--- config.mk ---
export PLATFORM = sky130hd
export DESIGN_NAME = recency_table_top_k_ranker
export DESIGN_NICKNAME = d
export VERILOG_FILES = /design/src/design/rtkr_pkg.sv /design/src/design/rtkr_ctrl.sv /design/src/design/rtkr_datapath.sv /design/src/design/recency_table_top_k_ranker.sv
export SDC_FILE = /design/constraint.sdc
export NUM_CORES = 2
export LEC_CHECK = 0
export ABC_AREA = 1
export BUFFER_PORTS_ARGS = -buffer_cell sky130_fd_sc_hd__buf_2
export CORE_ASPECT_RATIO = 0.9
export CORE_MARGIN = 3
export CORE_UTILIZATION = 40
export CTS_CLUSTER_DIAMETER = 100
export CTS_CLUSTER_SIZE = 24
export DETAILED_ROUTE_END_ITERATION = 7
export PLACE_DENSITY = 0.54
export RECOVER_POWER = 25
export SETUP_SLACK_MARGIN = 0.3
export SLEW_MARGIN = 40
export SYNTH_ARGS = -nofsm -noshare
export SYNTH_HDL_FRONTEND = slang
export SYNTH_MEMORY_MAX_BITS = 65536
export SYNTH_SLANG_ARGS = --single-unit
export TNS_END_PERCENT = 100
--- constraint.sdc ---
create_clock -name clk -period 6.6 [get_ports clk]
set_input_delay 0.99 -clock clk [delete_from_list [all_inputs] [get_ports clk]]
set_output_delay 0.99 -clock clk [all_outputs]
set_load 0.02 [all_outputs]
--- src/design/rtkr_pkg.sv ---
`timescale 1ns / 1ps

package rtkr_pkg;

    typedef enum logic [1:0] {
        ACT_MARK   = 2'd0,
        ACT_TOGGLE = 2'd1,
        ACT_LIST   = 2'd2,
        ACT_NONE   = 2'd3
    } action_t;

    typedef enum logic [2:0] {
        ST_CLEAR,
        ST_IDLE,
        ST_EXEC,
        ST_PASS,
        ST_FINAL
    } state_t;

    localparam logic CFG_ITEM_COUNT = 1'b0;
    localparam logic CFG_LIST_LIMIT = 1'b1;

    localparam logic [6:0] ITEM_COUNT_RESET = 7'd64;
    localparam logic [6:0] LIST_LIMIT_RESET = 7'd16;
    localparam int         MAX_LIST         = 64;

    typedef struct packed {
        logic clear;
        logic capture;
        logic exec;
        logic pass_start;
        logic take;
        logic final_out;
    } rtkr_cmd_t;

    typedef struct packed {
        logic clear_done;
        logic out_free;
        logic pass_done;
        logic best_found;
        logic has_pend;
        logic cap_hit;
        logic cap_zero;
    } rtkr_status_t;

endpackage

--- src/design/rtkr_ctrl.sv ---
`timescale 1ns / 1ps

module rtkr_ctrl
(
    input  logic                  clk,
    input  logic                  rst_n,
    input  logic                  in_valid,
    input  rtkr_pkg::action_t     in_action,
    input  rtkr_pkg::rtkr_status_t status,
    output logic                  in_ready,
    output rtkr_pkg::rtkr_cmd_t   cmd
);
    import rtkr_pkg::*;

    state_t state_reg;
    state_t state_next;

    always_ff @(posedge clk or negedge rst_n)
    begin
        if (!rst_n)
        begin
            state_reg <= ST_CLEAR;
        end
        else
        begin
            state_reg <= state_next;
        end
    end

    always_comb
    begin
        state_next = state_reg;
        cmd        = '0;
        in_ready   = 1'b0;
        case (state_reg)
            ST_CLEAR:
            begin
                cmd.clear = 1'b1;
                if (status.clear_done)
                begin
                    state_next = ST_IDLE;
                end
            end
            ST_IDLE:
            begin
                in_ready = 1'b1;
                if (in_valid)
                begin
                    cmd.capture = 1'b1;
                    if (in_action == ACT_LIST)
                    begin
                        if (status.cap_zero)
                        begin
                            state_next = ST_FINAL;
                        end
                        else
                        begin
                            cmd.pass_start = 1'b1;
                            state_next     = ST_PASS;
                        end
                    end
                    else
                    begin
                        state_next = ST_EXEC;
                    end
                end
            end
            ST_EXEC:
            begin
                if (status.out_free)
                begin
                    cmd.exec   = 1'b1;
                    state_next = ST_IDLE;
                end
            end
            ST_PASS:
            begin
                if (status.pass_done)
                begin
                    if (!status.best_found)
                    begin
                        state_next = ST_FINAL;
                    end
                    else if (status.out_free || !status.has_pend)
                    begin
                        cmd.take = 1'b1;
                        if (status.cap_hit)
                        begin
                            state_next = ST_FINAL;
                        end
                        else
                        begin
                            cmd.pass_start = 1'b1;
                        end
                    end
                end
            end
            ST_FINAL:
            begin
                if (status.out_free)
                begin
                    cmd.final_out = 1'b1;
                    state_next    = ST_IDLE;
                end
            end
            default:
            begin
                state_next = ST_CLEAR;
            end
        endcase
    end

endmodule

--- src/design/rtkr_datapath.sv ---
`timescale 1ns / 1ps

module rtkr_datapath
#(
    parameter int TABLE_ENTRIES = 64,
    parameter int STAMP_BITS    = 64
)
(
    input  logic                   clk,
    input  logic                   rst_n,
    input  logic                   cfg_we,
    input  logic                   cfg_addr,
    input  logic [6:0]             cfg_data,
    input  logic [7:0]             in_data,
    input  logic                   out_ready,
    input  rtkr_pkg::rtkr_cmd_t    cmd,
    output logic                   out_valid,
    output logic [7:0]             out_data,
    output logic [1:0]             out_user,
    output logic                   out_last,
    output rtkr_pkg::rtkr_status_t status
);
    import rtkr_pkg::*;

    localparam int IDX_W   = $clog2(TABLE_ENTRIES);
    localparam int CNT_W   = $clog2(TABLE_ENTRIES + 1);
    localparam int NW      = (CNT_W > 7) ? CNT_W : 7;
    localparam int CAP_MAX = (TABLE_ENTRIES < MAX_LIST) ? TABLE_ENTRIES : MAX_LIST;

    logic [STAMP_BITS-1:0] stamp_mem [TABLE_ENTRIES];
    logic                  fav_mem   [TABLE_ENTRIES];

    logic [6:0]            item_count_reg;
    logic [6:0]            list_limit_reg;
    logic [STAMP_BITS-1:0] seq_reg;
    logic [IDX_W-1:0]      clr_reg;
    action_t               action_reg;
    logic [5:0]            idx_reg;

    logic                  scan_active_reg;
    logic [NW-1:0]         scan_reg;
    logic [STAMP_BITS-1:0] rd_stamp_reg;
    logic [IDX_W-1:0]      rd_idx_reg;
    logic                  rd_vld_reg;
    logic [STAMP_BITS-1:0] q_stamp_reg;
    logic [IDX_W-1:0]      q_idx_reg;
    logic                  q_vld_reg;
    logic                  best_found_reg;
    logic [STAMP_BITS-1:0] best_stamp_reg;
    logic [IDX_W-1:0]      best_idx_reg;
    logic                  prev_vld_reg;
    logic [STAMP_BITS-1:0] prev_stamp_reg;
    logic [IDX_W-1:0]      prev_idx_reg;
    logic                  has_pend_reg;
    logic [IDX_W-1:0]      pend_idx_reg;
    logic [6:0]            cnt_reg;
    logic                  fav_rd_reg;

    logic                  out_valid_reg;
    logic [7:0]            out_data_reg;
    logic [1:0]            out_user_reg;
    logic                  out_last_reg;

    logic [NW-1:0]         n_used;
    logic [6:0]            cap;
    logic                  in_range;
    logic                  issue;
    logic                  qual;
    logic [STAMP_BITS-1:0] seq_next;
    logic [IDX_W-1:0]      idx_addr;
    logic [IDX_W-1:0]      fav_raddr;
    logic                  stamp_we;
    logic [IDX_W-1:0]      stamp_waddr;
    logic [STAMP_BITS-1:0] stamp_wdata;
    logic                  fav_we;
    logic [IDX_W-1:0]      fav_waddr;
    logic                  fav_wdata;
    logic                  out_load;
    logic [7:0]            out_data_next;
    logic [1:0]            out_user_next;
    logic                  out_last_next;

    assign n_used = (NW'(item_count_reg) > NW'(TABLE_ENTRIES)) ? NW'(TABLE_ENTRIES)
                                                                : NW'(item_count_reg);
    assign cap = (list_limit_reg > 7'(CAP_MAX)) ? 7'(CAP_MAX) : list_limit_reg;
    assign in_range = NW'(idx_reg) < n_used;
    assign issue = scan_active_reg && (scan_reg < n_used);
    assign seq_next = seq_reg + 1'b1;
    assign idx_addr = IDX_W'(idx_reg);
    assign fav_raddr = cmd.capture ? IDX_W'(in_data[7:2]) : idx_addr;

    assign qual = (rd_stamp_reg != '0)
                  && (!prev_vld_reg
                      || (rd_stamp_reg < prev_stamp_reg)
                      || ((rd_stamp_reg == prev_stamp_reg) && (rd_idx_reg > prev_idx_reg)));

    always_comb
    begin
        stamp_we    = 1'b0;
        stamp_waddr = idx_addr;
        stamp_wdata = seq_next;
        fav_we      = 1'b0;
        fav_waddr   = idx_addr;
        fav_wdata   = ~fav_rd_reg;
        if (cmd.clear)
        begin
            stamp_we    = 1'b1;
            stamp_waddr = clr_reg;
            stamp_wdata = '0;
            fav_we      = 1'b1;
            fav_waddr   = clr_reg;
            fav_wdata   = 1'b0;
        end
        else if (cmd.exec && in_range)
        begin
            stamp_we = (action_reg == ACT_MARK);
            fav_we   = (action_reg == ACT_TOGGLE);
        end
    end

    always_ff @(posedge clk)
    begin
        if (stamp_we)
        begin
            stamp_mem[stamp_waddr] <= stamp_wdata;
        end
        if (fav_we)
        begin
            fav_mem[fav_waddr] <= fav_wdata;
        end
        rd_stamp_reg <= stamp_mem[scan_reg[IDX_W-1:0]];
        fav_rd_reg   <= fav_mem[fav_raddr];
    end

    always_comb
    begin
        out_load      = 1'b0;
        out_data_next = {1'b0, 1'b0, 6'(pend_idx_reg)};
        out_user_next = 2'b01;
        out_last_next = 1'b0;
        if (cmd.exec)
        begin
            out_load      = 1'b1;
            out_data_next = {1'b0,
                             (action_reg == ACT_TOGGLE) && in_range && !fav_rd_reg,
                             idx_reg};
            out_user_next = {((action_reg == ACT_MARK) || (action_reg == ACT_TOGGLE))
                             && !in_range, 1'b0};
            out_last_next = 1'b1;
        end
        else if (cmd.take && has_pend_reg)
        begin
            out_load = 1'b1;
        end
        else if (cmd.final_out)
        begin
            out_load      = 1'b1;
            out_last_next = 1'b1;
            if (!has_pend_reg)
            begin
                out_data_next = '0;
                out_user_next = 2'b00;
            end
        end
    end

    always_ff @(posedge clk)
    begin
        if (cmd.capture)
        begin
            action_reg <= action_t'(in_data[1:0]);
            idx_reg    <= in_data[7:2];
        end
        if (out_load)
        begin
            out_data_reg <= out_data_next;
            out_user_reg <= out_user_next;
            out_last_reg <= out_last_next;
        end
        rd_idx_reg  <= scan_reg[IDX_W-1:0];
        q_stamp_reg <= rd_stamp_reg;
        q_idx_reg   <= rd_idx_reg;
        if (q_vld_reg && (!best_found_reg || (q_stamp_reg > best_stamp_reg)))
        begin
            best_stamp_reg <= q_stamp_reg;
            best_idx_reg   <= q_idx_reg;
        end
        if (cmd.take)
        begin
            pend_idx_reg   <= best_idx_reg;
            prev_stamp_reg <= best_stamp_reg;
            prev_idx_reg   <= best_idx_reg;
        end
    end

    always_ff @(posedge clk or negedge rst_n)
    begin
        if (!rst_n)
        begin
            item_count_reg  <= ITEM_COUNT_RESET;
            list_limit_reg  <= LIST_LIMIT_RESET;
            seq_reg         <= '0;
            clr_reg         <= '0;
            scan_active_reg <= 1'b0;
            scan_reg        <= '0;
            rd_vld_reg      <= 1'b0;
            q_vld_reg       <= 1'b0;
            best_found_reg  <= 1'b0;
            prev_vld_reg    <= 1'b0;
            has_pend_reg    <= 1'b0;
            cnt_reg         <= '0;
            out_valid_reg   <= 1'b0;
        end
        else
        begin
            if (cfg_we)
            begin
                case (cfg_addr)
                    CFG_ITEM_COUNT: item_count_reg <= cfg_data;
                    CFG_LIST_LIMIT: list_limit_reg <= cfg_data;
                    default:        item_count_reg <= item_count_reg;
                endcase
            end
            if (cmd.clear)
            begin
                clr_reg <= clr_reg + 1'b1;
            end
            if (cmd.exec && in_range && (action_reg == ACT_MARK))
            begin
                seq_reg <= seq_next;
            end
            rd_vld_reg <= issue;
            q_vld_reg  <= rd_vld_reg && qual;
            if (cmd.pass_start)
            begin
                scan_active_reg <= 1'b1;
                scan_reg        <= '0;
                best_found_reg  <= 1'b0;
            end
            else
            begin
                if (cmd.capture)
                begin
                    scan_active_reg <= 1'b0;
                end
                else if (issue)
                begin
                    scan_reg <= scan_reg + 1'b1;
                end
                if (q_vld_reg)
                begin
                    best_found_reg <= 1'b1;
                end
            end
            if (cmd.capture)
            begin
                has_pend_reg <= 1'b0;
                prev_vld_reg <= 1'b0;
                cnt_reg      <= '0;
            end
            else if (cmd.take)
            begin
                has_pend_reg <= 1'b1;
                prev_vld_reg <= 1'b1;
                cnt_reg      <= cnt_reg + 1'b1;
            end
            if (out_load)
            begin
                out_valid_reg <= 1'b1;
            end
            else if (out_ready)
            begin
                out_valid_reg <= 1'b0;
            end
        end
    end

    assign status.clear_done = (clr_reg == IDX_W'(TABLE_ENTRIES - 1));
    assign status.out_free   = !out_valid_reg || out_ready;
    assign status.pass_done  = scan_active_reg && !issue && !rd_vld_reg && !q_vld_reg;
    assign status.best_found = best_found_reg;
    assign status.has_pend   = has_pend_reg;
    assign status.cap_hit    = ((cnt_reg + 1'b1) == cap);
    assign status.cap_zero   = (cap == '0);

    assign out_valid = out_valid_reg;
    assign out_data  = out_data_reg;
    assign out_user  = out_user_reg;
    assign out_last  = out_last_reg;

`ifndef SYNTHESIS
    a_pend_counted: assert property (@(posedge clk) disable iff (!rst_n)
        has_pend_reg |-> (cnt_reg != '0))
        else $error("Pending list entry without a count.");

    a_count_capped: assert property (@(posedge clk) disable iff (!rst_n)
        cnt_reg <= 7'(CAP_MAX))
        else $error("List count exceeds its cap.");

    a_mark_steps: assert property (@(posedge clk) disable iff (!rst_n)
        (cmd.exec && in_range && (action_reg == ACT_MARK)) |=>
            (seq_reg == $past(seq_next)))
        else $error("Mark did not advance the sequence counter.");

    a_no_load_busy: assert property (@(posedge clk) disable iff (!rst_n)
        (out_valid_reg && !out_ready) |-> !out_load)
        else $error("Result overwritten while stalled.");
`endif

endmodule

--- src/design/recency_table_top_k_ranker.sv ---
`timescale 1ns / 1ps
// Channel  | Signals                         | Beat contents (low bit first)
// s_axis   | tvalid tready tdata[7:0]        | action[1:0], item_index[7:2]
// m_axis   | tvalid tready tdata tuser tlast | see port comments; tlast is last
// cfg      | cfg_we cfg_addr cfg_data[6:0]   | 0 item_count, 1 list_limit
//
// After reset a clearing sweep zeroes every table entry before s_axis_tready rises.
// Mark, toggle and unused actions are captured, then executed once m_axis is free.
// A list runs one selection pass per emitted index over the entries in use, each
// reading them in turn on the single stamp read port, and one last pass that
// finds nothing unless list_limit is reached first.
// A stalled m_axis holds the pending result and halts the sequencer.

module recency_table_top_k_ranker
#(
    parameter int TABLE_ENTRIES = 64,
    parameter int STAMP_BITS    = 64
)
(
    input  logic       clk,
    input  logic       rst_n,
    input  logic       s_axis_tvalid,
    output logic       s_axis_tready,
    input  logic [7:0] s_axis_tdata,   // action[1:0], item_index[7:2]
    output logic       m_axis_tvalid,
    input  logic       m_axis_tready,
    output logic [7:0] m_axis_tdata,   // entry_index[5:0], favorite_now[6], zero[7]
    output logic [1:0] m_axis_tuser,   // list_valid[0], index_error[1]
    output logic       m_axis_tlast,
    input  logic       cfg_we,
    input  logic       cfg_addr,
    input  logic [6:0] cfg_data
);
    import rtkr_pkg::*;

    rtkr_cmd_t    cmd;
    rtkr_status_t status;

    rtkr_ctrl u_ctrl
    (
        .clk       (clk),
        .rst_n     (rst_n),
        .in_valid  (s_axis_tvalid),
        .in_action (action_t'(s_axis_tdata[1:0])),
        .status    (status),
        .in_ready  (s_axis_tready),
        .cmd       (cmd)
    );

    rtkr_datapath
    #(
        .TABLE_ENTRIES (TABLE_ENTRIES),
        .STAMP_BITS    (STAMP_BITS)
    )
    u_datapath
    (
        .clk       (clk),
        .rst_n     (rst_n),
        .cfg_we    (cfg_we),
        .cfg_addr  (cfg_addr),
        .cfg_data  (cfg_data),
        .in_data   (s_axis_tdata),
        .out_ready (m_axis_tready),
        .cmd       (cmd),
        .out_valid (m_axis_tvalid),
        .out_data  (m_axis_tdata),
        .out_user  (m_axis_tuser),
        .out_last  (m_axis_tlast),
        .status    (status)
    );

endmodule
==> metrics.txt <==
number of global-route vias before repair between 100k and 150k; status finished with violations; CTS Buffer Depth 4; Ys Warns 0; HP Class in -> reg; Clock Sinks 4566; Top Family by Delay on Critical Path simple AND/OR/NAND/NOR gates; syn_area_per_cell 13.0 sq um; CTS tree yes; Most flops, register u_datapath.stamp_mem; initial antenna violation count 31; min cycle time layout ~5.9 ns; clk_lat worst skew 0.99 ns; port bufs 32; cells along the critical path nand3_1 -> inv_1 -> nand2_1 -> nor2_1 -> nand3_1 -> nor2_1 -> nand2_1 -> nor3_1 -> xor2_1 -> and2_0 -> clkbuf_1; ys flop type edfxtp_1; area occupied by multi-input gates 40500 sq um; Synth top cells by count 4312 x edfxtp_1, 2344 x nor2_1, 2147 x o21ai_0, 1047 x nand2_1, 610 x o22ai_1; Post-Place Setup Slack 1.55 ns; critical path class reg -> reg; register area share after synthesis 74.8%; final hold vios 0; clk slew on worst S/H paths 0.10 ns; # setup viols final 0; max-cap viol count 45; Yosys top cell area share 71.7%; Critical Path Source Type flip-flop; Final period util 88.6%; core footprint 449000 sq um; all-layer global routing usage 24.8%; Finished Core Util 43.5%; vias 116097; post-synthesis net count 14048; Root Driver clkbuf_16; Setup crit end kind flip-flop; synthesized area 181000 sq um; Reg2Reg Setup Slack 0.75 ns; DRT Pass-1 Iters 6; dpl hpwl 335000 um; width of the die 714 um; die span in y around 640 um; Gate Count Post-Synth 13878; RSZ-0062 raised after global routing no; Die ar. 460000 sq um; Slew HR -167%; max frequency 171 MHz; peak supply drop around 420 uV; largest net degree at the start of global routing 171; grt total ovfl 0; critical path fanouts, max 45; CTS Buf Count between 200 and 250; ys async rst share 2.34%; IO Pins 34; TNS Setup 0 ns; Largest register FFs slightly above 4000; share of layout cells above drive strength 1 approximately 5.3%; nets@finish about 14000; H-tree levels 4; Hold Slack 0.321 ns; CP max stage cell clkbuf_1; violated checks capacitance limit, slew limit; Netlist cell types 48; Rows 233; Final WS setup ~0.75 ns; Detailed Route Iter0 Violations 16478; leakage power 0.0620 uW; Critical Path RT 7.02 ns; Synth-to-Final Area Change 8.09%; Post-route DRC 0; count leader, synth edfxtp_1; Routed WL 589000 um; GP Congestion slightly below 0.9; DR WL/cell 29.9 um; Synth area leader edfxtp_1; WP data arrival 6.27 ns; global-route wire length before repair a little over 800000 um; number of fillers in the final layout 40945; ranking of synthesized cells by area edfxtp_1 72%, o21ai_0 5.9%, nor2_1 4.9%; Initial Utilization about two fifths; PD cells 440 nW/um^2; Routed Antenna Nets 0; slowest stage delay, CP around 1.8 ns; Pwr Total 86000 uW; Vias/cell between 5 and 6; worst path bufs/invs 2; Worst Tran Pin Value 4.01 ns; clk_skew between 0.06 and 0.07 ns; Yosys reg bits 4566; fin. max-slew vios 2063; EDFF count, synth 4312; flip-flop and latch area 135000 sq um
## power breakdown
part	switching [uW]	total, uW	internal, uW
combinational	24700	31700	7030
sequential	1470	38800	37300
clock	9250	15500	6230
## area by class of cell
class | count | share of cell area [%]
Sequential cell | 4566 | 69.2
Multi-Input combinational cell | 7942 | 20.7
Tap cell | 5992 | 3.84
Clock buffer | 348 | 3.00
Timing Repair Buffer | 364 | 2.02
Inverter | 466 | 1.05
Clock inverter | 15 | 0.154
Antenna cell | 12 | 0.0154
## stage by stage
| stage | instance area [sq um] | instances |
|---|---|---|
| after floorplan | 181000 | 13878 |
| after global placement | 189000 | 19300 |
| after detailed placement | 189000 | 19319 |
| after CTS | 195000 | 19683 |
| after global routing | 195000 | 19694 |
| final | 195000 | 19705 |
## what timing repair did
| item | 4_1_cts | 5_1_grt |
|---|---|---|
| resized for setup | 0 | 0 |
| buffers inserted | 0 | 0 |
| endpoints found under the hold margin | 41 | 0 |
| hold buffers | 1 | 0 |
## kinds of logic after synthesis
| family | Yosys count | synth area share (%) |
|---|---|---|
| buffers and inverters | 1370 | 3.12 |
| adders and majority gates | 149 | 1.03 |
| xor gates and xnor gates | 73 | 0.354 |
| DFF | 4566 | 74.8 |
| AOI/OAI and AO/OA | 3496 | 11.1 |
| and+or+nand+nor | 4223 | 9.54 |
| other | 1 | 0.00208 |
## worst min-delay path, stage by stage
cell and delay, ns:
buf_2 0.10, inv_1 0.08, o21ai_0 0.09
## per-layer routing
metal	global-route usage (%)	wire length, um	vias up
met5	0	31	-
met2	37.9	263000	5013
li1	-	-	50437
met1	37.5	260000	60020
met4	6.41	16800	4
met3	3.33	48700	623
## final timing paths
| kind | to | cells after the start | start |
|---|---|---|---|
| min reg2reg | u_datapath.q_idx_reg[3]$_DFF_P_ | 0 | u_datapath.rd_idx_reg[3]$_DFF_P_ |
| max in group asynchronous | u_datapath.seq_reg[50]$_DFFE_PN0P_ | 4 | rst_n |
| min in group asynchronous | u_datapath.list_limit_reg[5]$_DFFE_PN0P_ | 2 | rst_n |
| max reg2reg | u_datapath.stamp_mem[16][57]$_DFFE_PP_ | 11 | u_datapath.seq_reg[0]$_DFFE_PN0P_ |
| min | u_datapath.list_limit_reg[4]$_DFFE_PN1P_ | 3 | cfg_data[4] |
| max | u_datapath.stamp_mem[16][57]$_DFFE_PP_ | 11 | u_datapath.seq_reg[0]$_DFFE_PN0P_ |
## cells in the final DEF, fill, tap and decap left out, types with 5 or more instances in the layout
cell type  Yosys  final
edfxtp_1    4312   4312
nand2_1     1047   1050
dfxtp_1      147    147
dfrtp_1      105    104
inv_1        447    411
inv_2         14     10
nor4_1        26     25
a21oi_1      190    190
inv_16         0      5
inv_6          0     11
xor2_1        53     53
nor3_1        42     43
nand3_1      592    594
o21ai_0     2147   2149
o221ai_1     419    414
clkbuf_1     581    184
buf_12         0     97
buf_2        262     16
o221ai_2       0      5
nand4_1      105    105
nor2_2        11      8
inv_8          0     32
xnor2_1       20     20
nor2_1      2344   2270
and2_0         0      8
diode_2        0     12
clkbuf_16      0    215
buf_6         11      9
buf_16         0      8
o21ai_1       19     19
nor2_4         9     86
nand3b_1       9      9
o22ai_1      610    610
ha_1         149    149
buf_4         22    176
and2_2         0      7
o211ai_1      94     94
No activity file was read; power rests on OpenSTA's default activity.
